<file path="src/sv/pqt_pkg.sv">
// ----------------------------------------------------------------------------
// pqt_pkg
// Shared types and constants for the prime quadruplet trial division block.
// ----------------------------------------------------------------------------
package pqt_pkg;

  // width of the numbers under test
  localparam int NUMBER_WIDTH = 16;
  // width of each result field on the ports
  localparam int FIELD_WIDTH  = 16;
  // width of the candidate port
  localparam int CAND_WIDTH   = 16;

  // members of a quadruplet and their offsets from n
  localparam int MEMBERS = 4;
  localparam logic [MEMBERS-1:0][3:0] MEMBER_OFFSET = {4'd8, 4'd6, 4'd2, 4'd0};

  // trial divisor never exceeds about the square root of the top member
  localparam int DIV_WIDTH  = NUMBER_WIDTH / 2 + 1;
  // running square of the divisor
  localparam int DSQ_WIDTH  = NUMBER_WIDTH + 2;

  // remainder unit retires this many dividend bits per cycle
  localparam int BITS_PER_CYCLE = 8;
  localparam int DIV_CYCLES     = (NUMBER_WIDTH + BITS_PER_CYCLE - 1) / BITS_PER_CYCLE;
  localparam int DVD_WIDTH      = DIV_CYCLES * BITS_PER_CYCLE;
  localparam int DIV_CNT_WIDTH  = (DIV_CYCLES > 1) ? $clog2(DIV_CYCLES) : 1;

  // queue between front and back
  localparam int QUEUE_DEPTH = 2;
  localparam int QPTR_WIDTH  = (QUEUE_DEPTH > 1) ? $clog2(QUEUE_DEPTH) : 1;
  localparam int QCNT_WIDTH  = $clog2(QUEUE_DEPTH + 1);

  // result status codes
  typedef enum logic [1:0] {
    STATUS_NOT_QUAD = 2'd0,
    STATUS_QUAD     = 2'd1,
    STATUS_RANGE    = 2'd2
  } status_t;

  // classified candidate as it travels from front to back
  typedef struct packed {
    logic                                      out_of_range;
    logic [MEMBERS-1:0][NUMBER_WIDTH-1:0]      member;
  } entry_t;

endpackage

</file>
<file path="src/sv/pqt_rem_unit.sv">
// ----------------------------------------------------------------------------
// pqt_rem_unit
// Shift-subtract remainder unit: member mod divisor, several bits per cycle.
// ----------------------------------------------------------------------------
module pqt_rem_unit (
  input  logic                             clk,
  input  logic                             load,
  input  logic                             step,
  input  logic [pqt_pkg::NUMBER_WIDTH-1:0] dividend,
  input  logic [pqt_pkg::DIV_WIDTH-1:0]    divisor,
  output logic [pqt_pkg::DIV_WIDTH-1:0]    rem
);
  import pqt_pkg::*;

  logic [DVD_WIDTH-1:0] dvd;
  logic [DVD_WIDTH-1:0] dvd_next;
  logic [DIV_WIDTH-1:0] rem_next;

  // one group of restoring steps, most significant bit first
  always_comb begin
    logic [DIV_WIDTH:0] t;
    rem_next = rem;
    dvd_next = dvd;
    for (int i = 0; i < BITS_PER_CYCLE; i++) begin
      t = {rem_next, dvd_next[DVD_WIDTH-1]};
      if (t >= {1'b0, divisor}) begin
        t = t - {1'b0, divisor};
      end
      rem_next = t[DIV_WIDTH-1:0];
      dvd_next = {dvd_next[DVD_WIDTH-2:0], 1'b0};
    end
  end

  // dividend shifter and partial remainder
  always_ff @(posedge clk) begin
    if (load) begin
      dvd <= DVD_WIDTH'(dividend);
      rem <= '0;
    end else if (step) begin
      dvd <= dvd_next;
      rem <= rem_next;
    end
  end

endmodule

</file>
<file path="src/sv/pqt_back.sv">
// ----------------------------------------------------------------------------
// pqt_back
// Runs trial division over all four members at once and issues the result.
// ----------------------------------------------------------------------------
module pqt_back (
  input  logic                                                   clk,
  input  logic                                                   rst,
  input  logic                                                   empty,
  input  pqt_pkg::entry_t                                        head,
  output logic                                                   pop,
  output logic                                                   done,
  output pqt_pkg::status_t                                       status,
  output logic [pqt_pkg::MEMBERS-1:0][pqt_pkg::NUMBER_WIDTH-1:0] result_member
);
  import pqt_pkg::*;

  typedef enum logic [1:0] {
    ST_IDLE,
    ST_DIV,
    ST_CHECK
  } state_t;

  state_t                                state;
  entry_t                                cur;
  logic [DIV_WIDTH-1:0]                  d;
  logic [DSQ_WIDTH-1:0]                  d_sq;
  logic [DIV_CNT_WIDTH-1:0]              cnt;
  logic [MEMBERS-1:0][DIV_WIDTH-1:0]     rem;
  logic [DIV_WIDTH-1:0]                  d_next;
  logic [DSQ_WIDTH-1:0]                  d_sq_next;
  logic                                  composite;
  logic                                  bound_reached;
  logic                                  load;
  logic                                  step;

  // control toward the queue and the remainder units
  assign pop       = (state == ST_IDLE) && !empty;
  assign d_next    = d + 1'b1;
  assign d_sq_next = d_sq + DSQ_WIDTH'({d, 1'b1});
  assign bound_reached = d_sq_next > DSQ_WIDTH'(cur.member[MEMBERS-1]);
  assign load = (pop && !head.out_of_range) ||
                ((state == ST_CHECK) && !composite && !bound_reached);
  assign step = (state == ST_DIV);

  // a member is composite when a divisor within its bound leaves no remainder
  always_comb begin
    composite = 1'b0;
    for (int k = 0; k < MEMBERS; k++) begin
      if ((d_sq <= DSQ_WIDTH'(cur.member[k])) && (rem[k] == '0)) begin
        composite = 1'b1;
      end
    end
  end

  // one remainder unit per member
  for (genvar k = 0; k < MEMBERS; k++) begin : g_lane
    pqt_rem_unit u_rem (
      .clk      (clk),
      .load     (load),
      .step     (step),
      .dividend ((state == ST_IDLE) ? head.member[k] : cur.member[k]),
      .divisor  (d),
      .rem      (rem[k])
    );
  end

  // sequencer and result registers
  always_ff @(posedge clk) begin
    if (rst) begin
      state <= ST_IDLE;
      done  <= 1'b0;
    end else begin
      done <= 1'b0;
      unique case (state)
        ST_IDLE: begin
          if (!empty) begin
            cur <= head;
            if (head.out_of_range) begin
              done          <= 1'b1;
              status        <= STATUS_RANGE;
              // only the first member is reported, the others read zero
              result_member <= (MEMBERS * NUMBER_WIDTH)'(head.member[0]);
            end else begin
              d     <= DIV_WIDTH'(2);
              d_sq  <= DSQ_WIDTH'(4);
              cnt   <= '0;
              state <= ST_DIV;
            end
          end
        end
        ST_DIV: begin
          cnt <= cnt + 1'b1;
          if (cnt == DIV_CNT_WIDTH'(DIV_CYCLES - 1)) begin
            state <= ST_CHECK;
          end
        end
        ST_CHECK: begin
          if (composite) begin
            done          <= 1'b1;
            status        <= STATUS_NOT_QUAD;
            result_member <= cur.member;
            state         <= ST_IDLE;
          end else if (bound_reached) begin
            done          <= 1'b1;
            status        <= STATUS_QUAD;
            result_member <= cur.member;
            state         <= ST_IDLE;
          end else begin
            d     <= d_next;
            d_sq  <= d_sq_next;
            cnt   <= '0;
            state <= ST_DIV;
          end
        end
        default: begin
          state <= ST_IDLE;
        end
      endcase
    end
  end

endmodule

</file>
<file path="config.mk">
export PLATFORM = sky130hd
export DESIGN_NAME = pqt_back
export DESIGN_NICKNAME = d
export VERILOG_FILES = /design/src/sv/pqt_pkg.sv /design/src/sv/pqt_rem_unit.sv /design/src/sv/pqt_back.sv
export SDC_FILE = /design/constraint.sdc
export NUM_CORES = 1
export LEC_CHECK = 0
export ABC_AREA = 0
export BUFFER_PORTS_ARGS = -buffer_cell sky130_fd_sc_hd__buf_4
export CORE_ASPECT_RATIO = 0.6
export CORE_MARGIN = 1.5
export CORE_UTILIZATION = 35
export DETAILED_ROUTE_END_ITERATION = 10
export PLACE_DENSITY = 0.61
export SLEW_MARGIN = 20
export SYNTH_ARGS = -nofsm -noshare
export SYNTH_HDL_FRONTEND = slang
export SYNTH_SLANG_ARGS = --single-unit
</file>
<file path="constraint.sdc">
create_clock -name clk -period 19 [get_ports clk]
set_clock_uncertainty 0.1 [all_clocks]
set_input_delay 3.8 -clock clk [delete_from_list [all_inputs] [get_ports clk]]
set_output_delay 3.8 -clock clk [all_outputs]
set_load 0.005 [all_outputs]
</file>
==> reports/metrics.cfg, run 1 <==
[status]
outcome = complete, no violations

[timing]
drv_slew = 0
whs_ns = 0.387
tightest_slew_ns = 1.07
timing.fmax_ghz = 0.0553
hold_viol = 0
finalSetupViolCount = 0
slew_headroom_pct = 28.1
period_needed_ns = 18.08
fin_crit_sh_pct = 95.1

[detailed_routing]
dr.first_iter.drc_count = 2366
highest_layer = met5
post_drt_wl_per_cell_um = 20.5
dr_total_vias = 24500
dr_wl_met3_um = 8950
ant_nets = 0
route.detailed.drc = 0
wl_met1_um = 45100
dr.pass1.iters = 5
dr_wl_met2_um = 33900
viasPerCell = 5.55
wl_um = 90200

[synth]
syn_area_um2 = 27900
ys.flop_type = edfxtp_1
ys_types = 104
synthTopCellsByArea = edfxtp_1, ha_1, mux2i_1, a21oi_1, xnor2_1
yosys_warnings = 0
yosysTopAreaCellShare_pct = 23.9
synth_enable_flop_cells = 222
syn_nets = 3583
syn_area_per_cell_um2 = 9.00
ys_seq_area_share_pct = 26.6
synth_top_area_cell = edfxtp_1
synth_cells = 3104
ys_ff_latch = 261
async_flop_share_pct = 0

[die]
initial_core_util_pct = 35.3
die_w_um = 368
core-area_um2 = 79300
row_count = 80
die_y_um = 222
dieArea_um2 = 81600
ios = 136

[final_layout]
utilization_pct = 40.9
multiInputGateArea_um2 = 19700
final_cell_count_no_fill = 4409
regArea_um2 = 7450
area_growth_syn_to_layout_pct = 16.0
fin_nets = 3794
layout-drive-gt1-share_pct = 15.5
fillCellCount = 7868

[min_path]
holdCritStartpoint = g_lane[3].u_rem.rem[8]$_SDFFE_PN0N_
hp-class = reg2reg

[setup_path]
startpoint_type = flip-flop
reg2reg_from = d[1]$_SDFFCE_PN1P_
crit_path_end_kind = flip-flop
worst_path_max_delay_cell = or4_4
crit_type = reg2reg
critPathLaunch = d[1]$_SDFFCE_PN1P_
crit_path_max_fanout = 13
cp.arrival_ns = 18.41
crit_path_max_incr_delay_ns = 0.60
crit_path_frequent_cell = a21oi_1
cp.required_ns = 19.33

[clock_tree]
cts_buffer_depth = 3
cts_sinks = 261
clkTransAtPathRegs_ns = 0.07
cts_buffers = 34
cts-root-buf = clkbuf_16
ctsHtreeMaxLevel = 2
clk_latency_ns = 0.59
ctsHoldBuffers = 0
cts_tree = yes

[place]
place_congestion = 0.935
place_hpwl_um = 67900
dp.cells = 4315
portBuffers = 135

[flow_run]
drv_cap = 0

[grt]
grt_use_total_pct = 21.3
grt_pass1_wl_um = 135000
grt_overflow = 0
grt_antenna_before_repair = 5
grt_max_degree = 77
grt_pass1_vias = 22200

-- placed cells by master (no fill, tap or decap), types with 79 or more instances in the layout --
master / count
a21o_1: 119
a21oi_1: 226
buf_4: 249
edfxtp_1: 222
ha_1: 376
inv_1: 220
mux2_2: 88
mux2i_1: 114
nand2_1: 230
nor2_1: 203
o21ai_0: 180
xnor2_1: 133
xor2_1: 79
-- cell families after synthesis --
kind of cell	Yosys count	share of synthesized area, %
AO/OA/AOI/OAI	862	20.0
AND/OR/NAND/NOR	832	14.7
adder cells (fa/ha/maj)	411	19.3
buffers and inverters	307	4.31
flip-flops	261	26.6
multiplexers	219	8.43
XOR/XNOR	212	6.64
-- critical path: cells and delay by family, from the launching register on --
family / cells / cell delay [ns]
AOI/OAI and AO/OA: 41 / 7.69
and+or+nand+nor: 18 / 4.10
adders and majority gates: 8 / 3.01
muxes: 5 / 1.40
buffers and inverters: 7 / 1.24
DFF: 1 / 0.42
-- Yosys cell counts (17+ instances only) --
cell type,count
a211oi_1,23
a21o_1,120
a21oi_1,240
a31oi_1,17
and2_1,27
clkbuf_1,51
dfxtp_1,39
edfxtp_1,222
fa_1,33
ha_1,378
inv_1,229
mux2_2,89
mux2i_1,121
nand2_1,230
nand2b_1,44
nand3_1,53
nand4_1,68
nor2_1,204
nor2b_1,62
nor3_1,43
o211ai_1,19
o21a_1,41
o21ai_0,191
o21ai_1,26
o21bai_1,29
or3_1,17
xnor2_1,133
xor2_1,79
-- per-layer routing --
layer / track usage [%] / up-vias
li1: - / 11900
met1: 33.4 / 11500
met2: 27.9 / 972
met3: 5.21 / 104
met4: 5.91 / 2
met5: 0 / -
-- path summary, 6_finish.rpt --
path	to	slack [ns]	cells past startpoint
setup / recovery	g_lane[1].u_rem.rem[7]$_SDFFE_PN0N_	0.92	79
hold / removal	g_lane[3].u_rem.rem[8]$_SDFFE_PN0N_	0.39	2
setup reg to reg	g_lane[1].u_rem.rem[7]$_SDFFE_PN0N_	0.92	79
hold reg to reg	g_lane[3].u_rem.rem[8]$_SDFFE_PN0N_	0.39	2
-- flip-flops by register name, indices dropped and copies added (netlist names) --
name and flops:
cur 64, g_lane.u_rem.dvd 64, result_member 64, g_lane.u_rem.rem 36, d_sq 18, d 9
state 2, status 2, cnt 1, done 1
-- layout make-up --
class	count	area share [%]
Clock buffer	37	2.66
Sequential cell	261	23.0
Timing Repair Buffer	249	5.77
Inverter	231	2.73
Tap cell	1066	4.12
Multi-Input combinational cell	2538	60.8
Antenna cell	3	0.0232
Clock inverter	24	0.957
-- through the flow --
step                area [µm²]  setup TNS (ns)  worst slack (ns)
floorplan                28000               0            0.0320
global placement         30700               0             0.461
detailed placement       30700               0           0.00597
CTS                      31800               0             0.104
global route             32400          -0.926           -0.0910
finish                   32400               0             0.922
-- what timing repair did --
item,4_1_cts,5_1_grt
hold endpoints to repair,0,0
cloned,0,2
setup buffers,0,28
endpoints found under the setup margin,1,36
gates resized for setup,1,80
pin swaps,0,7
Power of run 1 is left out: the tool's default activity adds up to more than one toggle a clock period on the data nets, which glitch-free logic cannot reach.
==> run 2, diff against run 1 <==
- CORE_MARGIN: 1.5 -> 5
==> reports/metrics.cfg, run 2 (same netlist as run 1, synthesis figures left out) <==
[detailed_routing]
dr.pass1.iters = 5
post_drt_wl_per_cell_um = 20.7
route.detailed.drc = 0
viasPerCell = 5.50
ant_nets = 0
dr_total_vias = 24500
wl_um = 92100
dr.first_iter.drc_count = 2401

[setup_path]
rrSetupSlack_ns = 0.75
cp.arrival_ns = 18.67
crit_path_max_incr_delay_ns = 0.56
worst_path_max_delay_cell = ha_1
crit_path_end_kind = flip-flop
startpoint_type = flip-flop
crit_path_max_fanout = 10
crit_type = reg2reg
cp.required_ns = 19.42

[die]
core-area_um2 = 79300
ios = 136
dieArea_um2 = 85800
die_y_um = 229
initial_core_util_pct = 35.3
die_w_um = 375
row_count = 80

[clock_tree]
cts_sinks = 261
clk_latency_ns = 0.60
ctsHoldBuffers = 0
ctsHtreeMaxLevel = 1
cts_tree = yes
clkTransAtPathRegs_ns = 0.06
cts_buffer_depth = 3
cts_buffers = 30
cts-root-buf = clkbuf_16

[place]
portBuffers = 135
placed_area_um2 = 31000
place_congestion = 0.931
place_hpwl_um = 69200

[final_layout]
layout-drive-gt1-share_pct = 16.2
multiInputGateArea_um2 = 19700
reg_top3 = cur: 64 flops, g_lane.u_rem.dvd: 64 flops, result_member: 64 flops
area_growth_syn_to_layout_pct = 16.6
mostFrequentLayoutCells = ha_1, buf_4, nand2_1, a21oi_1, edfxtp_1
regArea_um2 = 7450
fin_nets = 3834
antenna_cells = 0
mostFrequentLayoutCell = ha_1
stdcell_area_um2 = 32600
fillCellCount = 7880

[min_path]
hp-class = reg2reg

[grt]
grt_overflow = 0
grt_use_total_pct = 20.3
grt_use_met3_pct = 4.42
grt_use_met1_pct = 33.0
grt-busiest-layer = met1
met2_usage_pct = 27.2
grt_pass1_vias = 22700
grt_pass1_wl_um = 138000
grt_max_degree = 66
grt_antenna_before_repair = 2

[timing]
drv_slew = 0
period_needed_ns = 18.25
slew_headroom_pct = 27.2
tightest_slew_ns = 1.09
setup_tns_ns = 0
finalSetupViolCount = 0
timing.fmax_ghz = 0.0548
fin_crit_sh_pct = 96.1
hold_viol = 0

[flow_run]
drv_cap = 0

[status]
outcome = complete, no violations

[run 2: path summary, 6_finish.rpt]
check                                            from  cells after the start                                  end
setup / recovery                   d[6]$_SDFFCE_PN0P_                     77  g_lane[1].u_rem.rem[0]$_SDFFE_PN0N_
hold / removal    g_lane[1].u_rem.rem[8]$_SDFFE_PN0N_                      1  g_lane[1].u_rem.rem[8]$_SDFFE_PN0N_
hold reg to reg   g_lane[1].u_rem.rem[8]$_SDFFE_PN0N_                      1  g_lane[1].u_rem.rem[8]$_SDFFE_PN0N_
setup reg to reg                   d[6]$_SDFFCE_PN0P_                     77  g_lane[1].u_rem.rem[0]$_SDFFE_PN0N_
[run 2: worst max-delay path: cells and delay by family, from the launching register on]
family          cells  cell delay [ns]
buf+inv             6             1.06
mux                10             3.00
simple gates       14             2.51
fa+ha+maj           8             3.04
compound gates     39             8.05
flops               1             0.38
[run 2: routing by layer]
layer / routed length (µm) / vias to the layer above / share of wire (%)
met1: 47700 / 11600 / 52
met5: 34 / - / 0.037
met2: 34900 / 836 / 38
met4: 1580 / 4 / 1.7
met3: 7880 / 84 / 8.6
li1: - / 12000 / -
[run 2: timing repair]
action | in CTS | in global routing
cloned | 0 | 3
setup buffers | 0 | 30
pin swaps | 0 | 10
setup endpoints to repair | 9 | 36
gates resized for setup | 2 | 76
[run 2: layout make-up]
class                           count  area share (%)
Clock buffer                       37            2.45
Clock inverter                     18           0.545
Inverter                          231            2.73
Multi-Input combinational cell   2539            60.4
Sequential cell                   261            22.8
Tap cell                         1066            4.09
Timing Repair Buffer              292            6.98
[run 2: through the flow]
| step | hold slack (ns) | utilization [%] | setup WS, ns | instances |
|---|---|---|---|---|
| floorplan | 0.353 | - | 0.0320 | 3104 |
| CTS | 0.394 | 40.3 | 0.0617 | 4410 |
| finish | 0.392 | 41.1 | 0.748 | 4444 |
| detailed placement | 0.380 | 39.0 | -0.131 | 4355 |
| global placement | 0.381 | 39.0 | 0.00201 | 4355 |
| global route | 0.421 | 41.1 | -0.169 | 4444 |
Power of run 2 is left out for the same reason.
==> run 3, diff against run 2 <==
- CORE_MARGIN: 5 -> 2
- PLACE_DENSITY: 0.61 -> 0.59
- SYNTH_HIERARCHICAL: unset -> 1
- clock period: 19 -> 18.85 ns (I/O delays scaled with it)
==> reports/metrics.cfg, run 3 <==
[detailed_routing]
dr.first_iter.drc_count = 2846
dr_wl_met3_um = 10400
wl_met1_um = 49100
ant_nets = 0
wl_um = 98000
viasPerCell = 5.62
dr.pass1.iters = 7
dr_wl_met2_um = 36900
dr_total_vias = 26500
post_drt_wl_per_cell_um = 20.8
route.detailed.drc = 0
highest_layer = met4

[synth]
ys.flop_type = edfxtp_1
ys_types = 117
yosys_warnings = 6
synth_cells = 3367
ys_ff_latch = 261
syn_nets = 3846
synth_enable_flop_cells = 222
ys_seq_area_share_pct = 25.1
synthTopCellsByArea = edfxtp_1, ha_1, mux2_2, nor2_1, xnor2_1
yosysTopAreaCellShare_pct = 22.5
yosysMostFrequentCell = ha_1
syn_area_um2 = 29700
synth_top_area_cell = edfxtp_1
async_flop_share_pct = 0
syn_area_per_cell_um2 = 8.81
synthTopCellsByCount = ha_1, nor2_1, nand2_1

[timing]
finalSetupViolCount = 0
timing.fmax_ghz = 0.0561
period_needed_ns = 17.81
hold_viol = 0
tightest_slew_ns = 1.03
layout_setup_ws_ns = 1.04
slew_headroom_pct = 31.0
drv_slew = 0
fin_crit_sh_pct = 94.5

[setup_path]
crit_type = reg2reg
worst_path_max_delay_cell = edfxtp_1
worst_setup_path_endpoint = g_lane[0].u_rem/rem[3]$_SDFFE_PP0P_
crit_path_frequent_cell = nor2_1
critPathLaunch = d[8]$_SDFFCE_PN0P_
crit_path_max_incr_delay_ns = 0.62
startpoint_type = flip-flop
crit_path_max_fanout = 14
reg2reg_from = d[8]$_SDFFCE_PN0P_
r2r_end = g_lane[0].u_rem/rem[3]$_SDFFE_PP0P_
crit_path_end_kind = flip-flop
cp.arrival_ns = 18.23
rr_worst_depth = 76
rrSetupSlack_ns = 1.04
cp.required_ns = 19.27

[grt]
grt_use_total_pct = 21.7
grt_antenna_before_repair = 2
grt_max_degree = 81
grt_overflow = 0
grt_pass1_wl_um = 149000
grt_pass1_vias = 24600

[clock_tree]
cts_tree = yes
cts_buffers = 30
ctsHoldBuffers = 0
ctsHtreeMaxLevel = 1
clkTransAtPathRegs_ns = 0.07
cts_sinks = 261
cts_buffer_depth = 3
cts-root-buf = clkbuf_16
clk_latency_ns = 0.62

[final_layout]
fillCellCount = 8420
fin_nets = 4038
reg_top3 = cur: 64 flops, g_lane.u_rem/dvd: 64 flops, result_member: 64 flops
stdcell_area_um2 = 33800
mostFrequentLayoutCells = ha_1, nor2_1, nand2_1, inv_1, buf_4
area_growth_syn_to_layout_pct = 14.1
layout-drive-gt1-share_pct = 15.7
utilization_pct = 40.4
mostFrequentLayoutCell = ha_1

[flow_run]
drv_cap = 0

[die]
dieArea_um2 = 87200
ios = 136
die_y_um = 230
die_w_um = 380
row_count = 82
initial_core_util_pct = 35.4
core-area_um2 = 83700

[place]
place_hpwl_um = 76700
placed_area_um2 = 32500
portBuffers = 135
place_congestion = 0.946
pre_cts_ws_ns = 0.339

[status]
outcome = complete, no violations

[min_path]
hp-class = reg2reg

==> run 3: worst max-delay path: cells and delay by family, from the launching register on <==
kind / cells / cell delay, ns
compound gates: 33 / 7.35
simple gates: 24 / 3.43
fa+ha+maj: 8 / 3.25
mux: 6 / 1.88
buf+inv: 5 / 1.03
flops: 1 / 0.62
==> run 3: routing by layer <==
layer	GRT usage (%)	up-vias
met2	28.8	1028
met1	34.0	12600
met4	3.63	0
met3	6.16	94
met5	0	-
li1	-	12800
==> run 3: area by class of cell <==
cell class              instances  area, µm²  share of cell area [%]
diodes                          2       5.00                  0.0148
clock buffers                  37        777                    2.30
clock inverters                17        258                   0.761
inverters                     249        936                    2.76
multi-input cells            2772      21100                    62.5
flip-flops and latches        261       7450                    22.0
well taps                    1134       1420                    4.19
repair buffers                245       1870                    5.52
==> run 3: repair_timing <==
item / in CTS / in global routing
hold endpoints to repair: 0 / 0
setup buffers: 0 / 12
setup endpoints to repair: 0 / 36
gates resized for setup: 0 / 63
==> run 3: stage by stage <==
| step | setup TNS, ns | cells | hold slack (ns) |
|---|---|---|---|
| after floorplan | 0 | 3367 | 0.387 |
| after global placement | 0 | 4648 | 0.395 |
| after detailed placement | 0 | 4648 | 0.418 |
| after CTS | 0 | 4702 | 0.420 |
| after global routing | -0.122 | 4717 | 0.460 |
| final | 0 | 4717 | 0.420 |
==> run 3: worst min-delay path by stage <==
stage / startpoint / end / slack (ns) / depth (start not counted)
detailed placement: cnt$_SDFFCE_PN0P_ / state[1]$_SDFFE_PP0P_ / 0.42 / 1
global placement: cnt$_SDFFCE_PN0P_ / state[1]$_SDFFE_PP0P_ / 0.39 / 1
finish: cnt$_SDFFCE_PN0P_ / state[1]$_SDFFE_PP0P_ / 0.42 / 1
floorplan: g_lane[0].u_rem/rem[3]$_SDFFE_PP0P_ / g_lane[0].u_rem/rem[3]$_SDFFE_PP0P_ / 0.39 / 2
global route: cnt$_SDFFCE_PN0P_ / state[1]$_SDFFE_PP0P_ / 0.46 / 1
CTS: cnt$_SDFFCE_PN0P_ / state[1]$_SDFFE_PP0P_ / 0.42 / 1
==> run 3: cell families (layout without fill, tap and decap cells) <==
kind of cell,Yosys count,in the layout,synth area share (%)
adder cells (fa/ha/maj),411,411,18.2
AND/OR/NAND/NOR,1043,1043,17.1
other,0,2,0
XOR/XNOR,207,207,6.11
AO/OA/AOI/OAI,929,930,22.2
flip-flops,261,261,25.1
buffers and inverters,335,548,4.58
multiplexers,181,181,6.71
Power of run 3 is left out for the same reason.
